### src/sv/bfmd_pkg.sv
// Shared types and constants for the 2x2 box-filter mip downsampler.
package bfmd_pkg;

    // Configuration register indexes.
    localparam logic [3:0] REG_SOURCE_WIDTH  = 4'd0;
    localparam logic [3:0] REG_SOURCE_HEIGHT = 4'd1;

    // Fixed field widths.
    localparam int DIM_W   = 13;
    localparam int COUNT_W = 12;
    localparam int PIX_W   = 8;
    localparam int PAIR_W  = 9;
    localparam int LANES   = 4;

    // Height limit and reset dimension.
    localparam logic [DIM_W-1:0] HEIGHT_LIMIT = 13'd4096;
    localparam logic [DIM_W-1:0] DIM_RESET    = 13'd4096;

    // Per-word control decoded from the pixel position.
    typedef struct packed {
        logic accept;     // a word is taken this cycle
        logic hold;       // even column: store the pixel
        logic double_px;  // one-pixel-wide source: pair is twice the pixel
        logic line_wr;    // even row: write the pair sum to the line store
        logic line_rd;    // odd row: read the stored pair sum
        logic emit;       // this word completes a block
        logic use_line;   // block sum takes the stored pair sum
        logic last;       // block is the last of the level
    } ctrl_t;

endpackage

### src/sv/bfmd_lane.sv
// One color channel lane: pair sum, block sum and rounded mean.
module bfmd_lane (
    input  logic                                aclk,
    input  bfmd_pkg::ctrl_t                     ctl,
    input  logic [bfmd_pkg::PIX_W-1:0]          px,
    output logic [bfmd_pkg::PAIR_W-1:0]         pair_out,
    input  logic                                use_line,
    input  logic [bfmd_pkg::PAIR_W-1:0]         line_pair,
    output logic [bfmd_pkg::PIX_W-1:0]          mean
);

    logic [bfmd_pkg::PIX_W-1:0]  held_reg;
    logic [bfmd_pkg::PAIR_W-1:0] pair_next;
    logic [bfmd_pkg::PAIR_W-1:0] pair_reg;
    logic [bfmd_pkg::PAIR_W:0]   block_sum;
    logic [bfmd_pkg::PAIR_W+1:0] rounded;

    // Horizontal pair: held even pixel plus this one, or the lone pixel doubled.
    always_comb begin
        if (ctl.double_px) begin
            pair_next = {px, 1'b0};
        end else begin
            pair_next = {1'b0, held_reg} + {1'b0, px};
        end
    end

    assign pair_out = pair_next;

    // Even-column pixel and the pair of the word in flight.
    always_ff @(posedge aclk) begin
        if (ctl.accept && ctl.hold) begin
            held_reg <= px;
        end
        if (ctl.accept) begin
            pair_reg <= pair_next;
        end
    end

    // Second stage: add the stored row pair (or double for a one-row source), round.
    always_comb begin
        if (use_line) begin
            block_sum = {1'b0, line_pair} + {1'b0, pair_reg};
        end else begin
            block_sum = {pair_reg, 1'b0};
        end
        rounded = {1'b0, block_sum} + 11'd2;
    end

    assign mean = rounded[bfmd_pkg::PIX_W+1:2];

endmodule

### config.mk
export PLATFORM = sky130hd
export DESIGN_NAME = bfmd_lane
export DESIGN_NICKNAME = d
export VERILOG_FILES = /design/src/sv/bfmd_pkg.sv /design/src/sv/bfmd_lane.sv
export SDC_FILE = /design/constraint.sdc
export NUM_CORES = 1
export LEC_CHECK = 0
export BUFFER_PORTS_ARGS = -buffer_cell sky130_fd_sc_hd__buf_2
export CAP_MARGIN = 25
export CORE_ASPECT_RATIO = 1.4
export CORE_MARGIN = 2
export CORE_UTILIZATION = 56
export CTS_CLUSTER_DIAMETER = 30
export DETAILED_ROUTE_END_ITERATION = 10
export GPL_ROUTABILITY_DRIVEN = 1
export PLACE_DENSITY = 0.85
export SLEW_MARGIN = 20
export SYNTH_ARGS = -nofsm -noshare
export SYNTH_HDL_FRONTEND = slang
export SYNTH_SLANG_ARGS = --single-unit
### constraint.sdc
create_clock -name aclk -period 7.5 [get_ports aclk]
set_input_delay 1.5 -clock aclk [delete_from_list [all_inputs] [get_ports aclk]]
set_output_delay 1.5 -clock aclk [all_outputs]
set_load 0.05 [all_outputs]
# After elaboration in Yosys (flattened, before gate mapping)
# Index checks and enable logic that the tools add are counted.
# op_classes
n_addsub	3
muxes	2
reduce_logical	1
# ops
cell	n
adder 10 x 2 -> 10 bit, second input constant	1
adder 9 x 9 -> 10 bit	1
two-way mux 10 bit	1
adder 8 x 8 -> 9 bit	1
two-way mux 9 bit	1
logical AND 1 bit	1
# word_totals
reg_bits	17
input_bits	27
output_inout_bits	17
word_cells	8

# Logic depth before layout (Yosys ltp)
# Gate-level depths: netlist (run 1).
# depth
ltp_word	3
depth_mapped	11
depth_no_buf	11

# Worst setup path after synthesis (run 1)
# No wires, ideal clock.
# synth_timing
kind	input port to output port
startpoint	input port line_pair[1] in the netlist's numbering
endpoint	output port mean[7] in the netlist's numbering
arrival_ns	4.019
required_ns	6.000
path_slack_ns	1.981
path_stages	11
n_path_buf	0
cell_sequence	inv_1 > fa_1 > xor2_1 > nor2_1 > a21oi_1 > inv_1 > ha_1 > or3b_4 > nand3b_4 > nor3_2 > xor2_1
# synth_between
elab_chain_cells	3
# synth_rtl
item	line_no	text
start: declaration	bfmd_lane.sv:8	input logic [bfmd_pkg::PAIR_W-1:0] line_pair,
adder 9 x 9 -> 10 bit	bfmd_lane.sv:42	block_sum = {1'b0, line_pair} + {1'b0, pair_reg};
two-way mux 10 bit	bfmd_lane.sv:41	if (use_line) begin
adder 10 x 2 -> 10 bit	bfmd_lane.sv:46	rounded = {1'b0, block_sum} + 11'd2;
end: declaration	bfmd_lane.sv:9	output logic [bfmd_pkg::PIX_W-1:0] mean
# No other way between the ends.

# Final worst setup path (run 1)
# Same ends and word-level chain as after synthesis.

==> out/summary.log, run 1 <==
[synthesis] area fraction of the dominant cell type after synthesis 0.329
[layout] fraction of final layout cells with drive strength greater than 1 0.284
[floorplanning] Std-Cell Rows 22
[global_routing] overflow left after global routing 0
[worst_setup_path] required time of the critical path 6000 ps
[layout] filler cell count 216
[floorplanning] Die Y 66.3 um
[power_and_ir_drop] VDD IR-drop max 0.000138 V
[drt] Vias/cell 5.72
[power_and_ir_drop] static leakage 0.796 nW
[placed_design] gpl congestion 0.815
[status] result of the run complete, no violations
[sta] crit path time final 5380 ps
[clocking] H-tree Lvls 1
[synthesis] synth unique cells 43
[synthesis] Synthesized Nets 201
[layout] core utilization of the finished layout 0.680
[global_routing] vias in the first global route 1383
[sta] worst slew pin tran 449 ps
[sta] setup violation total in the final timing report 0
[layout] area overhead of the layout relative to synthesis 16.0%
[synthesis] flops & latches, synth 17
[sta] hold violation total from the final report 0
[layout] final antenna diode count 0
[worst_setup_path] critical path arrival 3880 ps
[sta] unrepaired setup endpoints after global routing false
[clocking] number of hold buffers added after cts 0
[global_routing] number of antenna violations at the first check in global routing 0
[layout] total non-filler cell area in the finished layout 0.00180 mm^2
[synthesis] post-synthesis instance total 155
[synthesis] count of flip-flops with a built-in enable after synthesis 17
[placed_design] placement-stage cell area 0.00177 mm^2
[clocking] clock tree sinks 17
[worst_setup_path] register-to-register path setup slack 5240 ps
[drt] drt total wl 3260 um
[sta] highest clock rate 0.186 GHz
[worst_setup_path] category of the most critical setup path in2out
[global_routing] global routing usage summed across all routing layers 0.229
[synthesis] biggest area contributors in the synthesized netlist sky130_fd_sc_hd__edfxtp_1 33%, sky130_fd_sc_hd__ha_1 14%, sky130_fd_sc_hd__o21ai_0 4.2%
[worst_setup_path] critical path startpoint category input pin
[power_and_ir_drop] pwr/cell area 195 mW/mm^2
[synthesis] cell taking the most area after synthesis sky130_fd_sc_hd__edfxtp_1
[synthesis] Most used DFF post-synth sky130_fd_sc_hd__edfxtp_1
[floorplanning] area enclosed by the die boundary 0.00321 mm^2
[sta] worst slew slack as a fraction of its limit 0.699
[run] max capacitance violation total 0
[worst_setup_path] endpoint class of the critical path output pin
[global_routing] wire length of the first global-routing pass 5630 um
[drt] drt initial violations 20
[sta] pins over their slew limit 0
[layout] number of flip-flops under the largest register name 9
[clocking] clock tree root driver cell sky130_fd_sc_hd__clkbuf_4
[synthesis] share of async-settable or async-resettable flops after synthesis 0
[synthesis] count of warnings emitted by yosys 0
[drt] final routed DRC violation total 0
[clocking] clock tree from TritonCTS done
[synthesis] post-synthesis instance area 0.00155 mm^2
[sta] portion of the clock cycle consumed by the worst path in the final layout 0.718
[clocking] total of cells resized after clock tree synthesis 0
[floorplanning] Floorplan Core Area 0.00264 mm^2
[drt] number of nets with antenna violations after routing 0
[layout] count of nets after finishing 241
[clocking] # Post-CTS Setup Buffers 0
[synthesis] part of the Yosys area used for sequential elements 0.329
[synthesis] Post-Syn Area per Cell 10.0 um^2
[drt] total via count after detailed routing 1315
[drt] mean routed wirelength per cell 14.2 um
[min_path] worst hold path class reg2reg
[worst_setup_path] critical-path maximum fanout 3
[sta] summed negative setup slack over all endpoints 0 ps
[clocking] maximum buffer depth of the clock tree 2
[floorplanning] Horiz. Die Dim 48.5 um
[placed_design] number of input and output port buffers inserted 38
[floorplanning] effective utilization at floorplan 0.587
[sta] Fin Clk Skew 9.67 ps
[clocking] number of buffers added by the clock tree synthesis step 3
[placed_design] HPWL Detailed 2680 um
[clocking] clock transition at the registers of the reported paths 90 ps
[floorplanning] I/O pin count 44
[drt] Pre-antenna DRT Iters 4
[clocking] clock insertion delay at the later pin of the skew report 300 ps
[global_routing] maximum number of pins on one net before global-route repair 18
## layout by cell type, fill, tap and decap left out, drive strengths merged, types with 5 or more instances in the layout
master  instances
nor2            6
nand2          16
o21ai          13
edfxtp         17
xor2            6
xnor2           7
ha             17
a21oi          10
buf            38
inv            11
a211oi          5
## synth_stat cells (3+ instances only)
| library cell | instances |
|---|---|
| sky130_fd_sc_hd__edfxtp_1 | 17 |
| sky130_fd_sc_hd__ha_1 | 17 |
| sky130_fd_sc_hd__nand2_1 | 16 |
| sky130_fd_sc_hd__o21ai_0 | 13 |
| sky130_fd_sc_hd__inv_1 | 11 |
| sky130_fd_sc_hd__a21oi_1 | 9 |
| sky130_fd_sc_hd__xnor2_1 | 7 |
| sky130_fd_sc_hd__nor2_1 | 6 |
| sky130_fd_sc_hd__xor2_1 | 6 |
| sky130_fd_sc_hd__nand2b_1 | 4 |
| sky130_fd_sc_hd__a211oi_1 | 3 |
| sky130_fd_sc_hd__a21o_1 | 3 |
| sky130_fd_sc_hd__nor2b_1 | 3 |
## metrics by stage
step	power [mW]	worst slack (ps)	cells	hold slack, ps
2_1_floorplan	0.264	1980	155	1050
3_3_place_gp	0.295	2180	226	682
3_5_place_dp	0.303	2110	226	729
4_1_cts	0.352	2110	230	749
5_1_grt	0.370	1920	230	806
6_report	0.351	2120	230	752
## routing by layer
| metal | routed length [um] | track usage |
|---|---|---|
| met5 | 0 | 0 |
| met2 | 1790 | 0.453 |
| met3 | 159 | 0.0385 |
| met4 | 129 | 0.150 |
| met1 | 1170 | 0.215 |
## worst paths after layout
| kind | startpoint | endpoint | cells after the start |
|---|---|---|---|
| setup / recovery | line_pair[1] | mean[7] | 13 |
| hold / removal | held_reg[0] | pair_reg[0] | 2 |
| setup reg to reg | held_reg[1] | pair_reg[7] | 8 |
| hold reg to reg | held_reg[0] | pair_reg[0] | 2 |
## power by group
| group | internal, mW | switching, mW | total [mW] |
|---|---|---|---|
| Sequential | 0.114 | 0.00388 | 0.118 |
| Clock | 0.0199 | 0.0307 | 0.0506 |
| Combinational | 0.0577 | 0.125 | 0.183 |
## layout make-up
type                       instances  area, um^2  area share
multi-input combinational        123         966       0.537
sequential                        17         510       0.284
timing repair buffer              38         190       0.106
inverter                          12        58.8      0.0327
tap                               36        45.0      0.0251
clock buffer                       3        22.5      0.0125
clock inverter                     1        5.00     0.00278
## cell families (layout without fill, tap and decap cells)
group                      count (synthesis)  after routing  synth area share
and+or+nand+nor                           45             45             0.175
xor gates and xnor gates                  13             13            0.0734
AOI/OAI and AO/OA                         44             44             0.199
adders and majority gates                 19             19             0.163
buffers and inverters                     15             54            0.0476
DFF                                       17             17             0.329
muxes                                      2              2            0.0129
## worst max-delay path, cell delays in order
cell and delay [ps]:
sky130_fd_sc_hd__buf_2 90, sky130_fd_sc_hd__inv_1 50, sky130_fd_sc_hd__fa_1 450, sky130_fd_sc_hd__xor2_1 170, sky130_fd_sc_hd__nor2_1 90, sky130_fd_sc_hd__a21oi_1 70, sky130_fd_sc_hd__inv_1 80, sky130_fd_sc_hd__ha_1 180
sky130_fd_sc_hd__or3b_4 400, sky130_fd_sc_hd__nand3b_4 180, sky130_fd_sc_hd__nor3_2 220, sky130_fd_sc_hd__xor2_1 140, sky130_fd_sc_hd__buf_2 270
No activity file was read; power rests on OpenSTA's default activity.
==> inputs of run 2 (changes only) <==
--- a/config.mk
+++ b/config.mk
@@ -9,11 +9,11 @@
 export CAP_MARGIN = 25
 export CORE_ASPECT_RATIO = 1.4
 export CORE_MARGIN = 2
-export CORE_UTILIZATION = 56
+export CORE_UTILIZATION = 47
 export CTS_CLUSTER_DIAMETER = 30
 export DETAILED_ROUTE_END_ITERATION = 10
 export GPL_ROUTABILITY_DRIVEN = 1
-export PLACE_DENSITY = 0.85
+export PLACE_DENSITY = 0.76
 export SLEW_MARGIN = 20
 export SYNTH_ARGS = -nofsm -noshare
 export SYNTH_HDL_FRONTEND = slang
==> constraint.sdc (replaced) <==
create_clock -name aclk -period 4.8 [get_ports aclk]
set_input_delay 0.96 -clock aclk [delete_from_list [all_inputs] [get_ports aclk]]
set_output_delay 0.96 -clock aclk [all_outputs]
set_load 0.05 [all_outputs]
==> run 2 against run 1 <==
Critical path depth unchanged. Via count decreased by 1.2%. Worst setup slack got worse by 1600 ps. Global-route usage decreased by 4.8 points. Critical endpoint unchanged. Power increased by 63%. Design area increased by 1.2%. Clock skew decreased by 8.9 ps. Register-to-register slack got worse by 2800 ps. Highest routed layer unchanged. Worst hold slack got worse by 19 ps. Die area increased by 18%. Combinational power increased by 54%.
==> out/summary.log, run 2 (same netlist as run 1, synthesis figures left out) <==
[global_routing] wire length of the first global-routing pass 5400 um [-4.2%]
[sta] worst slew pin tran 424 ps [-24.8 ps]
[worst_setup_path] Crit-path slowest cell sky130_fd_sc_hd__fa_1
[drt] final routed DRC violation total 0 [unchanged]
[floorplanning] effective utilization at floorplan 0.496 [-0.0903]
[layout] most frequent cells in the layout 38 x sky130_fd_sc_hd__buf_2, 17 x sky130_fd_sc_hd__ha_1, 17 x sky130_fd_sc_hd__edfxtp_1, 16 x sky130_fd_sc_hd__nand2_1, 13 x sky130_fd_sc_hd__o21ai_0
[power_and_ir_drop] VDD IR-drop max 0.000225 V [+63%]
[floorplanning] area enclosed by the die boundary 0.00378 mm^2 [+18%]
[clocking] clock tree root driver cell sky130_fd_sc_hd__clkbuf_8
[layout] filler cell count 291 [+35%]
[min_path] Worst Hold Path EP pair_reg[0]
[clocking] maximum buffer depth of the clock tree 2 [unchanged]
[sta] portion of the clock cycle consumed by the worst path in the final layout 0.895
[layout] final antenna diode count 0 [unchanged]
[worst_setup_path] Cell Chain, Critical Path buf_2 -> inv_1 -> fa_1 -> xor2_1 -> nor2_1 -> a21oi_1 -> inv_1 -> ha_1 -> or3b_4 -> nand3b_4 -> nor3_2 -> xor2_1 -> buf_2
[layout] total area of sequential cells 510 um^2 [unchanged]
[worst_setup_path] worst r2r path cells 8 [unchanged]
[layout] area overhead of the layout relative to synthesis 17.4%
[sta] highest clock rate 0.233 GHz
[sta] worst hold margin 733 ps [-18.7 ps]
[status] result of the run complete, no violations
[min_path] start point of the worst hold path held_reg[0]
[power_and_ir_drop] Total Power Consumption 0.572 mW [+63%]
[worst_setup_path] register-to-register path setup slack 2470 ps [-2770 ps]
[placed_design] number of input and output port buffers inserted 38 [unchanged]
[sta] worst slew slack as a fraction of its limit 0.715 [+0.0166]
[clocking] # Post-CTS Setup Buffers 0 [unchanged]
[global_routing] overflow left after global routing 0 [unchanged]
[worst_setup_path] largest stage delay on the critical path 450 ps [about the same]
[power_and_ir_drop] pwr/cell area 314 mW/mm^2 [+61%]
[worst_setup_path] Buf+Inv Stages, Crit Path 4 [unchanged]
[sta] setup violation total in the final timing report 0 [unchanged]
[worst_setup_path] required time of the critical path 3840 ps [-2160 ps]
[worst_setup_path] endpoint class of the critical path output pin
[power_and_ir_drop] static leakage 0.801 nW [+0.63%]
[clocking] clock tree from TritonCTS done
[min_path] worst hold path class reg2reg
[worst_setup_path] reg2reg start held_reg[1]
[worst_setup_path] critical path startpoint category input pin
[layout] fraction of final layout cells with drive strength greater than 1 0.278 [-0.00515]
[worst_setup_path] endpoint of the most critical register-to-register path pair_reg[7]
[placed_design] dpl cells 229 [+1.3%]
[min_path] number of instances on the worst hold path 2 [unchanged]
[layout] count of nets after finishing 241 [unchanged]
[drt] drt total wl 3040 um [-6.7%]
[floorplanning] Floorplan Core Area 0.00312 mm^2 [+18%]
[run] max capacitance violation total 0 [unchanged]
[global_routing] vias in the first global route 1372 [-0.80%]
[global_routing] number of antenna violations at the first check in global routing 0 [unchanged]
[sta] crit path time final 4290 ps
[drt] total via count after detailed routing 1299 [-1.2%]
[drt] number of nets with antenna violations after routing 0 [unchanged]
[floorplanning] Std-Cell Rows 24 [+9.1%]
[floorplanning] Horiz. Die Dim 52.5 um [+8.4%]
[drt] mean routed wirelength per cell 13.0 um [-7.9%]
[clocking] clock transition at the registers of the reported paths 60 ps [-30 ps]
[floorplanning] Die Y 72.0 um [+8.6%]
[sta] Fin Clk Skew 0.719 ps [-8.95 ps]
[sta] unrepaired setup endpoints after global routing false
[layout] non-filler cells, final 233 [+1.3%]
[clocking] number of hold buffers added after cts 0 [unchanged]
[layout] number of flip-flops under the largest register name 9 [unchanged]
[sta] pins over their slew limit 0 [unchanged]
[clocking] total of cells resized after clock tree synthesis 0 [unchanged]
[global_routing] maximum number of pins on one net before global-route repair 18 [unchanged]
[placed_design] HPWL Detailed 2540 um [-5.3%]
[clocking] number of buffers added by the clock tree synthesis step 3 [unchanged]
[drt] Pre-antenna DRT Iters 4 [unchanged]
[placed_design] gpl congestion 0.772 [-5.3%]
[global_routing] global routing usage summed across all routing layers 0.181 [-0.0480]
[clocking] H-tree Lvls 1 [unchanged]
[drt] drt initial violations 19 [-5.0%]
[clocking] clock insertion delay at the later pin of the skew report 250 ps [-50 ps]
[floorplanning] I/O pin count 44 [unchanged]
[clocking] clock tree sinks 17 [unchanged]
[worst_setup_path] category of the most critical setup path in2out
[sta] summed negative setup slack over all endpoints 0 ps [unchanged]
[sta] hold violation total from the final report 0 [unchanged]
[worst_setup_path] critical path arrival 3330 ps [-550 ps]
[layout] area used by multi-input combinational logic 966 um^2 [unchanged]
[worst_setup_path] critical-path maximum fanout 3 [unchanged]
[layout] most common cell after layout, fill and taps aside sky130_fd_sc_hd__buf_2
[worst_setup_path] gate family responsible for the most delay along the worst path simple AND/OR/NAND/NOR gates
[drt] Vias/cell 5.58 [-2.5%]
==> run 2: per-stage QoR <==
step           utilization  worst slack, ps  cell area [um^2]
2_1_floorplan            -              361              1550
4_1_cts              0.583              492              1820
5_1_grt              0.583              343              1820
3_3_place_gp         0.568              558              1770
3_5_place_dp         0.568              490              1770
6_report             0.583              506              1820
==> run 2: metal layers <==
layer	global-route usage	wire length (um)	vias up
li1	-	-	648
met1	0.195	1200	602
met2	0.356	1650	43
met3	0.00823	139	6
met4	0.0684	53	0
met5	0	0	-
==> run 2: worst max path at each step <==
stage / start / to / slack (ps) / depth (start not counted)
after floorplan: line_pair[1] / mean[7] / 360 / 11
after global placement: line_pair[1] / mean[7] / 560 / 13
after detailed placement: line_pair[1] / mean[7] / 490 / 13
after CTS: line_pair[1] / mean[7] / 490 / 13
after global routing: line_pair[1] / mean[7] / 340 / 13
final: line_pair[1] / mean[7] / 510 / 13
==> run 2: final cells by class <==
class,count,share of cell area
multi-input cells,123,0.531
flip-flops and latches,17,0.281
repair buffers,38,0.105
inverters,12,0.0323
well taps,39,0.0268
clock buffers,4,0.0248
==> run 2: worst min-delay path: cells and delay by family (launching register included) <==
family / cells / cell delay (ps)
fa+ha+maj: 1 / 110
simple gates: 1 / 160
flops: 1 / 330
==> run 2: power breakdown <==
part	switching, mW	total, mW	internal, mW
Sequential	0.00610	0.185	0.179
Combinational	0.192	0.282	0.0903
Clock	0.0455	0.104	0.0588
Total	0.244	0.572	0.328
