### config.mk
export PLATFORM = sky130hd
export DESIGN_NAME = bfmd_ctrl
export DESIGN_NICKNAME = d
export VERILOG_FILES = /design/src/sv/bfmd_pkg.sv /design/src/sv/bfmd_ctrl.sv
export SDC_FILE = /design/constraint.sdc
export NUM_CORES = 1
export LEC_CHECK = 0
export ABC_AREA = 1
export BUFFER_PORTS_ARGS = -buffer_cell sky130_fd_sc_hd__buf_4
export CAP_MARGIN = 30
export CORE_AREA = 3 3 118 120
export CTS_CLUSTER_SIZE = 8
export DETAILED_ROUTE_END_ITERATION = 16
export DIE_AREA = 0 0 121 123
export HOLD_SLACK_MARGIN = 0.05
export PLACE_DENSITY = 0.64
export SYNTH_ARGS = -nofsm -noshare
export SYNTH_HDL_FRONTEND = slang
export SYNTH_SLANG_ARGS = --single-unit
### constraint.sdc
create_clock -name aclk -period 5.5 [get_ports aclk]
set_clock_uncertainty 0.1 [all_clocks]
set_input_delay 0.825 -clock aclk [delete_from_list [all_inputs] [get_ports aclk]]
set_output_delay 0.825 -clock aclk [all_outputs]
set_load 0.01 [all_outputs]
### src/sv/bfmd_pkg.sv
// Shared types and constants for the 2x2 box-filter mip downsampler.
package bfmd_pkg;

    // Configuration register indexes.
    localparam logic [3:0] REG_SOURCE_WIDTH  = 4'd0;
    localparam logic [3:0] REG_SOURCE_HEIGHT = 4'd1;

    // Fixed field widths.
    localparam int DIM_W   = 13;
    localparam int COUNT_W = 12;
    localparam int PIX_W   = 8;
    localparam int PAIR_W  = 9;
    localparam int LANES   = 4;

    // Height limit and reset dimension.
    localparam logic [DIM_W-1:0] HEIGHT_LIMIT = 13'd4096;
    localparam logic [DIM_W-1:0] DIM_RESET    = 13'd4096;

    // Per-word control decoded from the pixel position.
    typedef struct packed {
        logic accept;     // a word is taken this cycle
        logic hold;       // even column: store the pixel
        logic double_px;  // one-pixel-wide source: pair is twice the pixel
        logic line_wr;    // even row: write the pair sum to the line store
        logic line_rd;    // odd row: read the stored pair sum
        logic emit;       // this word completes a block
        logic use_line;   // block sum takes the stored pair sum
        logic last;       // block is the last of the level
    } ctrl_t;

endpackage

### src/sv/bfmd_ctrl.sv
// Source position tracking, configuration registers and per-word decode.
module bfmd_ctrl #(
    parameter int MAX_WIDTH = 4096
) (
    input  logic                                     aclk,
    input  logic                                     aresetn,
    input  logic                                     cfg_wr_en,
    input  logic [3:0]                               cfg_index,
    input  logic [bfmd_pkg::DIM_W-1:0]               cfg_wdata,
    input  logic                                     accept,
    output bfmd_pkg::ctrl_t                          ctl,
    output logic [((MAX_WIDTH / 2 > 1) ? $clog2(MAX_WIDTH / 2) : 1)-1:0] line_addr
);

    localparam int LINE_DEPTH = MAX_WIDTH / 2;
    localparam int AW = (LINE_DEPTH > 1) ? $clog2(LINE_DEPTH) : 1;
    localparam int DW = bfmd_pkg::DIM_W;
    localparam int CW = bfmd_pkg::COUNT_W;

    // Zero acts as one, anything above the line capacity acts as the maximum.
    function automatic logic [DW-1:0] clamp_width(input logic [DW-1:0] v);
        logic [DW-1:0] res;
        res = v;
        if (v == '0) begin
            res = 13'd1;
        end else if (32'(v) > 32'(MAX_WIDTH)) begin
            res = 13'(MAX_WIDTH);
        end
        return res;
    endfunction

    function automatic logic [DW-1:0] clamp_height(input logic [DW-1:0] v);
        logic [DW-1:0] res;
        res = v;
        if (v == '0) begin
            res = 13'd1;
        end else if (v > bfmd_pkg::HEIGHT_LIMIT) begin
            res = bfmd_pkg::HEIGHT_LIMIT;
        end
        return res;
    endfunction

    logic [DW-1:0]   width_reg, width_next;
    logic [DW-1:0]   height_reg, height_next;
    logic [CW-1:0]   col_reg, col_next;
    logic [CW-1:0]   row_reg, row_next;

    logic [DW-1:0]   half_w, half_h, span_w, span_h;
    logic [CW-1:0]   col, row;
    logic [DW-1:0]   col_inc, row_inc;
    logic [CW-2:0]   ox, oy;
    logic            w_one, h_one, col_in, row_in;
    logic            have_pair, pair_ok;

    // Output level size and the span of source columns and rows that are used.
    always_comb begin
        half_w = (width_reg[DW-1:1] == '0) ? 13'd1 : {1'b0, width_reg[DW-1:1]};
        half_h = (height_reg[DW-1:1] == '0) ? 13'd1 : {1'b0, height_reg[DW-1:1]};
        span_w = {half_w[DW-2:0], 1'b0};
        span_h = {half_h[DW-2:0], 1'b0};
        w_one  = (width_reg == 13'd1);
        h_one  = (height_reg == 13'd1);
    end

    // Decode the current position into lane and line store actions.
    always_comb begin
        col       = ({1'b0, col_reg} >= width_reg) ? '0 : col_reg;
        row       = ({1'b0, row_reg} >= height_reg) ? '0 : row_reg;
        col_in    = ({1'b0, col} < span_w);
        row_in    = ({1'b0, row} < span_h);
        have_pair = w_one || (col_in && col[0]);
        ox        = w_one ? '0 : col[CW-1:1];
        oy        = h_one ? '0 : row[CW-1:1];
        pair_ok   = have_pair && (32'(ox) < 32'(LINE_DEPTH));

        ctl.accept    = accept;
        ctl.hold      = !w_one && col_in && !col[0];
        ctl.double_px = w_one;
        ctl.line_wr   = pair_ok && !h_one && row_in && !row[0];
        ctl.line_rd   = pair_ok && !h_one && row_in && row[0];
        ctl.emit      = pair_ok && (h_one || (row_in && row[0]));
        ctl.use_line  = !h_one;
        ctl.last      = ({2'b0, ox} == half_w - 13'd1) && ({2'b0, oy} == half_h - 13'd1);

        line_addr = AW'(ox);
    end

    // Raster position advance with wrap at the end of a row and of the level; a configuration write restarts at zero.
    always_comb begin
        col_inc = {1'b0, col} + 13'd1;
        row_inc = {1'b0, row} + 13'd1;
        col_next    = col_reg;
        row_next    = row_reg;
        width_next  = width_reg;
        height_next = height_reg;
        if (cfg_wr_en && (cfg_index == bfmd_pkg::REG_SOURCE_WIDTH ||
                          cfg_index == bfmd_pkg::REG_SOURCE_HEIGHT)) begin
            if (cfg_index == bfmd_pkg::REG_SOURCE_WIDTH) begin
                width_next = clamp_width(cfg_wdata);
            end else begin
                height_next = clamp_height(cfg_wdata);
            end
            col_next = '0;
            row_next = '0;
        end else if (accept) begin
            if (col_inc >= width_reg) begin
                col_next = '0;
                row_next = (row_inc >= height_reg) ? '0 : row_inc[CW-1:0];
            end else begin
                col_next = col_inc[CW-1:0];
                row_next = row;
            end
        end
    end

    // Configuration and position registers.
    always_ff @(posedge aclk) begin
        if (!aresetn) begin
            width_reg  <= clamp_width(bfmd_pkg::DIM_RESET);
            height_reg <= clamp_height(bfmd_pkg::DIM_RESET);
            col_reg    <= '0;
            row_reg    <= '0;
        end else begin
            width_reg  <= width_next;
            height_reg <= height_next;
            col_reg    <= col_next;
            row_reg    <= row_next;
        end
    end

endmodule

* Word-level counts from Yosys, hierarchy flattened *
Cells that the tools add are included.

operators by class
  add/subtract/negate cells = 4
  multipliers = 0
  div/mod/pow operators = 0
  magnitude comparators = 8
  equal/unequal tests = 5
  shift-type cells = 0
  mux-type cells = 13
  bitwise operators = 2
  reductions and logical operators = 25

operators by type and width
  kind                   number
  $mux 12                7
  $mux 13                4
  $add 12x1->13 const B  2
  $eq 11x13->1           2
  $eq 13x1->1 const B    2
  $ge 12x13->1           2
  $ge 13x13->1           2
  $gt 13x13->1 const B   2
  $lt 12x13->1           2
  $sub 12x1->13 const B  2
  $logic_not 12->1       2
  $mux 11                2
  $logic_not 13->1       1
  $logic_and 1x1->1      11
  $eq 4x1->1 const B     1
  $logic_not 1->1        4
  $logic_not 4->1        1
  $reduce_and 2->1       2
  $logic_or 1x1->1       3
  $not 1->1              2
  $reduce_or 2->1        1

storage, ports and cells
  register bits = 50
  latch bits = 0
  memory bits (writable) = 0
  ROM bits = 0
  bits of input ports = 21
  output and inout bits = 19
  memories kept = 0

* Logic depth before layout (Yosys ltp) *
Gate-level depths: netlist (run 1).

  word-level depth = 8
  mapped depth = 25
  depth with buffers taken out = 24

* Worst setup path before layout (run 1) *
Ideal clock, no wire load.

  path type = register to register
  start = register width_reg[8]
  end = register col_reg[0]
  setup time = 0.070 ns
  arrival time = 3.757 ns
  slack = 1.572 ns
  cell stages (with the launch flop) = 25
  path buffers = 2
  path through = dfxtp_1 inv_1 ha_1 nand2_1 inv_1 nand2_1 a21oi_1 nor2_4 nand2_4 buf_6 nor2_1 ha_1 nand2_1 nor2_2 nand3_1 and2_1 ha_1 a21oi_1 o21ai_0 a21oi_1 nand3_1 nor2_1 clkbuf_1 o21ai_0 a21oi_1

on the way
  longest elaborated chain between the ends = 5

RTL lines
  item                      line              text
  start: declaration        bfmd_ctrl.sv:43   logic [DW-1:0] width_reg, width_next;
  start signal: assignment  bfmd_ctrl.sv:119  width_reg <= clamp_width(bfmd_pkg::DIM_RESET);
  start signal: assignment  bfmd_ctrl.sv:124  width_reg <= width_next;
  $ge 12x13->1              bfmd_ctrl.sv:67   col = ({1'b0, col_reg} >= width_reg) ? '0 : col_reg;
  $mux 12                   bfmd_ctrl.sv:67
  $add 12x1->13             bfmd_ctrl.sv:90   col_inc = {1'b0, col} + 13'd1;
  $ge 13x13->1              bfmd_ctrl.sv:106  if (col_inc >= width_reg) begin
  $mux 12 (*)               bfmd_ctrl.sv:106
  end signal: assignment    bfmd_ctrl.sv:126  col_reg <= col_next;
  end: declaration          bfmd_ctrl.sv:45   logic [CW-1:0] col_reg, col_next;

Mark *: on every way between the ends. The rest lies on a longest branch, timed or not.
A chain may end at the register's enable or synchronous reset.

==> results.py, run 1 <==
metrics = {
    "clock_network": {
        "clkTransAtPathRegs_ns": 0.06,
        "cts_setup_buffers": 0,
        "ctsHoldBuffers": 0,
        "cts_tree": "yes",
        "cts_sinks": 50,
        "root_buffer": "clkbuf_16",
        "worstSkewPairLatency_ns": 0.30,
        "clock_path_buffers": 2,
        "cts_resized": 0,
        "htree_levels": 2,
        "cts_buffers": 5,
    },
    "final_layout": {
        "drive_above_1_share_pct": 10.04,
        "multiInputGateArea_um2": 4009,
        "fillCellCount": 1380,
        "syn_to_final_growth_pct": 10.73,
        "n_antenna_cell": 0,
        "fin_nets": 1049,
        "register_area_um2": 1001,
    },
    "logic_synthesis": {
        "ys_ff_latch": 50,
        "synthArstFlopShare_pct": 0,
        "synth.avg_cell_area_um2": 6.165,
        "synth_area_um2": 5690,
        "netlist.area_leader.share_pct": 17.59,
        "synth_edf_count": 0,
        "ys_seq_area_share_pct": 17.59,
        "synth_area_leader_cell": "dfxtp_1",
        "ys.warnings.count": 0,
        "synthDistinctLibCells": 42,
        "netlist_instances": 923,
        "synth_area_leaders": "dfxtp_1 (18%), ha_1 (16%), nand2_1 (15%)",
        "synth_ff_type": "dfxtp_1",
        "synth.net_count": 1017,
    },
    "timing": {
        "worstMarginPinSlew_ns": 0.7784,
        "whs_ns": 0.3841,
        "fmax_mhz": 206.4,
        "setup_viol": 0,
        "slew_violations": 0,
        "hold_viol": 0,
        "tns_ns": 0,
        "relSlewSlack_pct": 47.91,
        "finalCriticalPeriod_ns": 4.845,
        "fin_crit_sh_pct": 88.08,
        "rsz0062_at_grt": "false",
    },
    "die": {
        "ios": 40,
        "die_w_um": 121,
        "die_height_um": 123,
        "start_util_pct": 43.49,
        "core_region_area_um2": 13090,
        "rows": 42,
        "dieArea_um2": 14880,
    },
    "pwr": {
        "p_per_area_nw_per_um2": 151.3,
        "ir_worst_vdd_mv": 0.09955,
        "swShare_pct": 30.92,
        "switching_power_w": 0.0002947,
        "power_frac_seq_pct": 40.1,
        "clockPowerShare_pct": 36.3,
        "power_frac_comb_pct": 23.6,
        "leakagePower_nw": 3.128,
        "p_int_w": 0.0006584,
    },
    "global_routing": {
        "grt_pass1_wl_um": 26630,
        "grt_pass1_vias": 5123,
        "antenna_found_initial": 1,
        "grt-ovfl-total": 0,
        "gr-usage-all-layers_pct": 22.89,
        "grt_max_degree": 26,
    },
    "run_status": {
        "status": "complete, no violations",
    },
    "placed_design": {
        "dp_hpwl_um": 13970,
        "gp_congestion": 0.9171,
        "portBuffers": 39,
    },
    "critical_path": {
        "critical_path.max_stage_delay_ns": 0.40,
        "crit_chain": "inv_1 -> ha_1 -> nand2_1 -> nand2_1 -> a21boi_2 -> nand2_1 -> nor2_4 -> nand2_4 -> nor2_2 -> ha_1 -> nand2_1 -> inv_1 -> o21ai_0 -> a21oi_1 -> a211oi_1 -> nand3_1 -> nand2_1 -> nand2_1 -> nor2_1 -> buf_4",
        "cp-end-kind": "output pin",
        "crit_type": "register to output pin",
        "worstPathArrival_ns": 3.92,
        "crit_required_ns": 4.58,
        "cp_common_cell": "nand2_1",
        "start_kind": "register",
        "slowest_stage": "dfxtp_1",
        "cp_max_fo": 14,
    },
    "route": {
        "ant_nets": 0,
        "drc": 0,
        "routed_wl_um": 16760,
        "wl_per_cell_um": 14.81,
        "num_vias": 5847,
        "drt_iter0_drc": 391,
        "viasPerCell": 5.165,
        "drtPass1Iterations": 5,
    },
    "job": {
        "drv_cap": 0,
    },
    "hold_path": {
        "hold_class": "register to register",
    },
}
[per-layer routing]
metal,routed length (um),track usage [%],up-vias
li1,-,-,3064
met1,8014,32.79,2586
met2,7283,36.02,173
met3,1149,3.705,22
met4,301,5.524,2
met5,13,0,-
[power by group through the flow]
stage / clock network (W) / registers, W / logic [W]
after floorplan: 0 / 0.000385 / 0.000161
after global placement: 0 / 0.000390 / 0.000224
after detailed placement: 0 / 0.000389 / 0.000224
after CTS: 0.000351 / 0.000381 / 0.000225
after global routing: 0.000364 / 0.000383 / 0.000257
final: 0.000346 / 0.000382 / 0.000225
[logic make-up (layout without fill, tap and decap cells)]
logic type / after synthesis / after routing / share of synthesized area [%]
compound gates: 150 / 150 / 14.05
xor+xnor: 20 / 20 / 3.078
fa+ha+maj: 73 / 73 / 16.05
buf+inv: 175 / 208 / 11.96
flops: 50 / 50 / 17.59
simple gates: 455 / 455 / 37.27
[cells in the final DEF (no fill, tap or decap), types with 6 or more instances in the layout]
cell type / synthesis / final
nor2_2: 15 / 15
nand4_1: 21 / 21
inv_1: 148 / 148
nor2_4: 9 / 9
and2_1: 8 / 8
nand3_1: 59 / 59
nor3_1: 8 / 8
o21ai_0: 46 / 46
nor2_1: 79 / 79
a21oi_1: 83 / 83
buf_4: 2 / 41
nand2_1: 232 / 232
nor4_1: 6 / 6
ha_1: 73 / 73
dfxtp_1: 50 / 50
xor2_1: 15 / 15
inv_2: 8 / 8
[synth_stat cells, drive strengths merged, types with 2 or more instances]
library cell    n
nand2         237
inv           156
clkbuf         10
and3            2
xnor2           5
nor2          107
o21ai          52
nor4            6
o21bai          4
clkinv          3
o31ai           2
nand3b          3
nor3           11
a21boi          2
dfxtp          50
nand3          59
xor2           15
a21oi          83
and2            8
ha             73
a31oi           2
nand4          21
buf             6
[stage by stage]
| stage | cell area (um2) | power [W] | std cells | util [%] | worst slack [ns] |
|---|---|---|---|---|---|
| final | 6301 | 0.0009531 | 1132 | 48.15 | 0.6554 |
| after detailed placement | 6135 | 0.0006130 | 1124 | 46.88 | 0.7808 |
| after global placement | 6127 | 0.0006133 | 1123 | 46.83 | 0.8436 |
| after global routing | 6301 | 0.001003 | 1132 | 48.15 | 0.3122 |
| after CTS | 6301 | 0.0009571 | 1132 | 48.15 | 0.7296 |
| after floorplan | 5690 | 0.0005463 | 923 | - | 1.572 |
[critical path: cells and delay by family, from the launching register on]
family / cells / cell delay [ns]
DFF: 1 / 0.40
adders and majority gates: 2 / 0.66
and+or+nand+nor: 11 / 1.45
AOI/OAI and AO/OA: 4 / 0.80
buffers and inverters: 3 / 0.29
[layout make-up]
class | count | area share, %
flip-flops and latches | 50 | 15.89
clock buffers | 8 | 2.641
well taps | 176 | 3.495
repair buffers | 41 | 4.885
inverters | 159 | 9.472
multi-input cells | 698 | 63.62
[worst paths after layout]
path                               from                      end  slack [ns]  depth (start not counted)
min reg2reg     row_reg[0]$_SDFFE_PP0P_  row_reg[0]$_SDFFE_PP0P_        0.38                          2
max reg2reg  width_reg[10]$_SDFFE_PN0P_  col_reg[0]$_SDFFE_PP0P_        0.67                         22
min             row_reg[0]$_SDFFE_PP0P_  row_reg[0]$_SDFFE_PP0P_        0.38                          2
max          width_reg[10]$_SDFFE_PN0P_                   ctl[4]        0.66                         20
(Power assumes the default switching activity.)
==> inputs of run 2 (changes only) <==
CORE_AREA = 3 3 101 141   (was 3 3 118 120)
DIE_AREA = 0 0 104 144   (was 0 0 121 123)
PLACE_DENSITY = 0.65   (was 0.64)
clock period = 4.27 ns   (was 5.5 ns; I/O delays follow)
==> run 2 against run 1 <==
Cell count up 5.0%. First-iteration DRC count down 19%. Power up 34%. Critical path depth up 4. Non-clock buffer count up 54. Core utilization up 6.1 points. Critical path type is now register to register. Largest power group unchanged.
==> results.py, run 2 (same netlist as run 1, synthesis figures left out) <==
metrics = {
    "run_status": {
        "status": "complete, no violations",
    },
    "clock_network": {
        "clkTransAtPathRegs_ns": 0.07,
        "clock_path_buffers": 2,
        "cts_buffers": 5,
        "root_buffer": "clkbuf_16",
        "ctsHoldBuffers": 0,
        "cts_tree": "yes",
        "worstSkewPairLatency_ns": 0.30,
        "htree_levels": 2,
        "cts_sinks": 50,
    },
    "pwr": {
        "leakagePower_nw": 3.470,
        "ir_worst_vdd_mv": 0.1964,
        "switching_power_w": 0.0003947,
        "swShare_pct": 30.90,
        "power_frac_seq_pct": 38.0,
        "p_per_area_nw_per_um2": 181.3,
        "power_frac_comb_pct": 26.3,
        "p_int_w": 0.0008828,
        "clockPowerShare_pct": 35.7,
    },
    "die": {
        "rows": 49,
        "die_height_um": 144,
        "dieArea_um2": 14980,
        "start_util_pct": 43.78,
        "ios": 40,
        "core_region_area_um2": 13000,
        "die_w_um": 104,
    },
    "final_layout": {
        "fillCellCount": 1321,
        "register_area_um2": 1030,
        "drive_above_1_share_pct": 19.98,
        "multiInputGateArea_um2": 4307,
        "syn_to_final_growth_pct": 23.83,
        "fin_nets": 1104,
        "mostFrequentLayoutCells": "nand2_1 (223), inv_1 (141), buf_4 (94)",
        "n_antenna_cell": 0,
        "mostFrequentLayoutCell": "nand2_1",
    },
    "job": {
        "drv_cap": 0,
    },
    "timing": {
        "tns_ns": 0,
        "fmax_mhz": 243.9,
        "relSlewSlack_pct": 48.62,
        "hold_viol": 0,
        "finalCriticalPeriod_ns": 4.100,
        "fin_crit_sh_pct": 96.01,
        "worstMarginPinSlew_ns": 0.7688,
        "whs_ns": 0.3891,
        "setup_viol": 0,
        "slew_violations": 0,
    },
    "hold_path": {
        "hold_class": "register to register",
    },
    "placed_design": {
        "gp_congestion": 0.9771,
        "dp_hpwl_um": 15630,
        "portBuffers": 39,
    },
    "route": {
        "routed_wl_um": 19120,
        "wl_per_cell_um": 16.08,
        "ant_nets": 0,
        "drc": 0,
        "viasPerCell": 5.209,
        "drtPass1Iterations": 5,
        "drt_iter0_drc": 316,
        "num_vias": 6194,
    },
    "critical_path": {
        "start_kind": "register",
        "cp-end-kind": "register",
        "crit_type": "register to register",
        "worstPathArrival_ns": 4.20,
        "crit_required_ns": 4.37,
        "cp_max_fo": 9,
    },
    "global_routing": {
        "grt-ovfl-total": 0,
        "grt_pass1_wl_um": 29260,
        "gr-usage-all-layers_pct": 25.05,
        "grt_pass1_vias": 5826,
        "grt_max_degree": 26,
        "antenna_found_initial": 0,
    },
}
-- run 2: path summary, 6_finish.rpt --
| kind | start | slack, ns | end | cells after the start |
|---|---|---|---|---|
| worst max-delay path | width_reg[10]$_SDFFE_PN0P_ | 0.17 | col_reg[0]$_SDFFE_PP0P_ | 24 |
| worst min-delay path | row_reg[0]$_SDFFE_PP0P_ | 0.39 | row_reg[0]$_SDFFE_PP0P_ | 2 |
| worst max register to register | width_reg[10]$_SDFFE_PN0P_ | 0.17 | col_reg[0]$_SDFFE_PP0P_ | 24 |
| worst min register to register | row_reg[0]$_SDFFE_PP0P_ | 0.39 | row_reg[0]$_SDFFE_PP0P_ | 2 |
-- run 2: power groups by stage --
stage / Sequential, W / Clock [W] / Combinational [W]
3_3_place_gp: 0.000497 / 0 / 0.000310
6_report: 0.000485 / 0.000456 / 0.000336
2_1_floorplan: 0.000496 / 0 / 0.000208
4_1_cts: 0.000486 / 0.000465 / 0.000314
3_5_place_dp: 0.000497 / 0 / 0.000310
5_1_grt: 0.000486 / 0.000483 / 0.000379
-- run 2: final cells by class --
type / instances / area share, %
Multi-Input combinational cell: 699 / 61.12
Clock buffer: 7 / 1.882
Clock inverter: 1 / 0.4261
Sequential cell: 50 / 14.61
Timing Repair Buffer: 95 / 10.30
Tap cell: 178 / 3.161
Inverter: 159 / 8.505
-- run 2: through the flow --
step                worst slack [ns]  total power, W  std cells  utilization (%)  area [um2]
finish                        0.1702        0.001277       1189            54.22        7047
global route                 -0.1041        0.001348       1189            54.22        7047
CTS                         0.007364        0.001265       1180            51.24        6660
detailed placement          -0.08601       0.0008073       1170            49.76        6467
global placement              0.1391       0.0008062       1170            49.76        6467
floorplan                     0.3421       0.0007037        923                -        5690
-- run 2: repair_timing --
action	in CTS	in global routing
cloned	0	1
pin swaps	1	26
resized for setup	1	75
setup endpoints to repair	8	29
setup buffers	2	8
-- run 2: worst max-delay path, stage by stage, from the launching register on --
cell      delay [ns]
dfxtp_4         0.38
inv_4           0.06
ha_4            0.24
nand2_1         0.06
nand2_1         0.06
a21boi_2        0.15
nand2_2         0.09
nor2_4          0.19
nand2_8         0.12
buf_12          0.16
nor2_4          0.24
nand2_4         0.10
nor2_4          0.12
nand4_1         0.12
and2_1          0.20
ha_1            0.28
nand4_1         0.19
buf_4           0.14
inv_1           0.03
a21oi_1         0.25
nand3_4         0.13
nor2_1          0.15
buf_4           0.20
o21ai_0         0.12
a21oi_1         0.13
-- run 2: layer usage --
layer / share of wire (%) / vias up / GRT usage, %
met5: 0 / - / 0
met4: 7.4 / 0 / 19.19
met3: 3.4 / 65 / 2.188
met2: 51 / 162 / 45.77
met1: 39 / 2791 / 26.90
li1: - / 3176 / -
==> inputs of run 3 (changes only) <==
BUFFER_PORTS_ARGS = default   (was -buffer_cell sky130_fd_sc_hd__buf_4)
DONT_BUFFER_PORTS = 1   (was default)
PLACE_DENSITY = 0.63   (was 0.65)
==> run 3 against run 2 <==
Critical path depth down 7. Via count fell by 2.7%. Core utilization decreased by 3.3 points. Largest power group unchanged. Die area did not move. Global-route usage decreased by 0.50 points. Worst hold slack worse by 0.044 ns. Fmax fell by 0.15%. Clock power fell by 9.4%. Setup slack got worse by 0.0060 ns. Highest routed layer unchanged. Flip-flop and latch count unchanged. First-iteration DRC count up 6.0%.
==> results.py, run 3 (same netlist as run 1, synthesis figures left out) <==
metrics = {
    "clock_network": {
        "clkTransAtPathRegs_ns": 0.07,
        "cts_tree": "yes",
        "root_buffer": "clkbuf_16",
        "worstSkewPairLatency_ns": 0.29,
        "clock_path_buffers": 2,
        "htree_levels": 2,
        "cts_sinks": 50,
        "cts_buffers": 5,
    },
    "critical_path": {
        "critical_path.max_stage_delay_ns": 0.41,
        "cp-end-kind": "output pin",
        "crit_required_ns": 3.53,
        "cp_top_family": "simple AND/OR/NAND/NOR gates",
        "crit_start": "height_reg[10]$_SDFFE_PN0P_",
        "cp_num_buf_inv": 2,
        "start_kind": "register",
        "crit_type": "register to output pin",
        "cp_max_fo": 9,
        "crit_chain": "inv_1 -> ha_1 -> nand4_1 -> nor3_1 -> nand2_2 -> nand2_8 -> nor2_4 -> ha_1 -> nand2_1 -> inv_1 -> nand3_1 -> a31oi_1 -> a221oi_2 -> nand2_1 -> nor2_1 -> nand2_2 -> nor2_4",
        "worstPathArrival_ns": 3.37,
        "rr_startpoint": "width_reg[8]$_SDFFE_PN0P_",
        "slowest_stage": "dfxtp_1",
    },
    "die": {
        "start_util_pct": 43.78,
        "rows": 49,
        "dieArea_um2": 14980,
        "core_region_area_um2": 13000,
        "die_w_um": 104,
        "die_height_um": 144,
        "ios": 40,
    },
    "pwr": {
        "leakagePower_nw": 3.264,
        "p_per_area_nw_per_um2": 181.5,
        "ir_worst_vdd_mv": 0.1743,
    },
    "final_layout": {
        "final_util_pct": 50.91,
        "fin_nets": 1071,
        "mostFrequentLayoutCell": "nand2_1",
        "drive_above_1_share_pct": 14.62,
        "fillCellCount": 1380,
        "n_antenna_cell": 0,
        "register_area_um2": 1007,
        "syn_to_final_growth_pct": 16.29,
        "mostFrequentLayoutCells": "nand2_1 (226), inv_1 (145), a21oi_1 (81)",
        "finish.instance_area_um2": 6618,
        "multiInputGateArea_um2": 4178,
    },
    "placed_design": {
        "dp_hpwl_um": 15270,
        "placed_area_um2": 6190,
        "place_ws_ns": 0.05710,
        "gp_congestion": 0.9882,
        "portBuffers": 0,
    },
    "route": {
        "drtPass1Iterations": 5,
        "drc": 0,
        "routed_wl_um": 18570,
        "ant_nets": 0,
        "viasPerCell": 5.213,
        "num_vias": 6026,
        "wl_per_cell_um": 16.07,
        "drt_iter0_drc": 335,
    },
    "global_routing": {
        "antenna_found_initial": 0,
        "grt-ovfl-total": 0,
        "grt_pass1_wl_um": 28880,
        "grt_pass1_vias": 5692,
        "gr-usage-all-layers_pct": 24.55,
        "grt_max_degree": 26,
    },
    "timing": {
        "hold_viol": 0,
        "finalCriticalPeriod_ns": 4.106,
        "worstMarginPinSlew_ns": 0.8324,
        "fmax_mhz": 243.6,
        "fin_crit_sh_pct": 96.15,
        "rsz0062_at_grt": "true",
        "relSlewSlack_pct": 44.37,
        "setup_viol": 0,
        "setup_slack_ns": 0.1642,
        "slew_violations": 0,
        "whs_ns": 0.3449,
        "tns_ns": 0,
    },
    "hold_path": {
        "holdCritStartpoint": "aresetn",
        "hold_class": "input port to register",
    },
    "job": {
        "drv_cap": 0,
    },
    "run_status": {
        "status": "complete, no violations",
    },
}
-- run 3: cell types whose count changed in the layout (fill, tap and decap cells not counted), moves of 4 or more --
| cell | previous run | this run |
|---|---|---|
| buf_4 | 94 | 62 |
| dfxtp_1 | 35 | 47 |
| ha_4 | 9 | 2 |
| dfxtp_2 | 11 | 2 |
| inv_1 | 141 | 145 |
| ha_1 | 64 | 71 |
-- run 3: timing repair --
action                                 CTS  global route
hold buffers                             0             0
resized for setup                        3            37
cloned                                   0             1
setup buffers                            2            12
endpoints found under the hold margin    0             0
setup endpoints to repair                2            29
pin swaps                                1            16
-- run 3: worst register-to-register path, stage by stage, from the launching register on --
cell and delay [ns]:
dfxtp_1 0.32, inv_1 0.12, ha_1 0.35, a21oi_1 0.22, a21oi_2 0.12, nor2_4 0.15
nand2_4 0.10, buf_4 0.15, nor2_1 0.13, ha_1 0.19, nand2_1 0.07, nor2_2 0.16
nand3_1 0.13, and2_1 0.17, ha_1 0.29, a21oi_1 0.12, o21ai_0 0.10, a21oi_1 0.26
nand3_4 0.14, buf_4 0.17, inv_1 0.14, a21oi_1 0.09, a21oi_1 0.19
-- run 3: power breakdown --
part / internal, W / total, W / switching [W]
sequential: 0.000476 / 0.000485 / 0.00000949
clock: 0.000233 / 0.000413 / 0.000180
combinational: 0.000111 / 0.000302 / 0.000191
total: 0.000820 / 0.00120 / 0.000381
-- run 3: path summary, 6_finish.rpt --
path | to | slack, ns | cells after the start
max reg2reg | row_reg[6]$_SDFFE_PP0P_ | 0.22 | 22
max | ctl[3] | 0.16 | 17
min | height_reg[12]$_SDFFE_PN1P_ | 0.34 | 1
min reg2reg | col_reg[0]$_SDFFE_PP0P_ | 0.39 | 2
-- run 3: layer usage --
metal / vias to the layer above / track usage [%] / part of all wire [%]
met5: - / 0 / 0
met4: 0 / 16.11 / 6.6
met3: 63 / 2.367 / 3.9
met2: 181 / 46.11 / 51
met1: 2681 / 26.28 / 38
li1: 3101 / - / -
-- run 3: per-stage QoR --
stage,std cells,total power (W)
final,1156,0.001201
after global routing,1156,0.001266
after CTS,1143,0.001197
after detailed placement,1133,0.0007788
after global placement,1133,0.0007784
after floorplan,923,0.0007037
-- run 3: layout make-up --
| cell class | instances | area share, % |
|---|---|---|
| Inverter | 159 | 9.019 |
| Clock buffer | 7 | 2.155 |
| Timing Repair Buffer | 62 | 7.033 |
| Clock inverter | 1 | 0.07563 |
| Tap cell | 178 | 3.365 |
| Multi-Input combinational cell | 699 | 63.13 |
| Sequential cell | 50 | 15.22 |
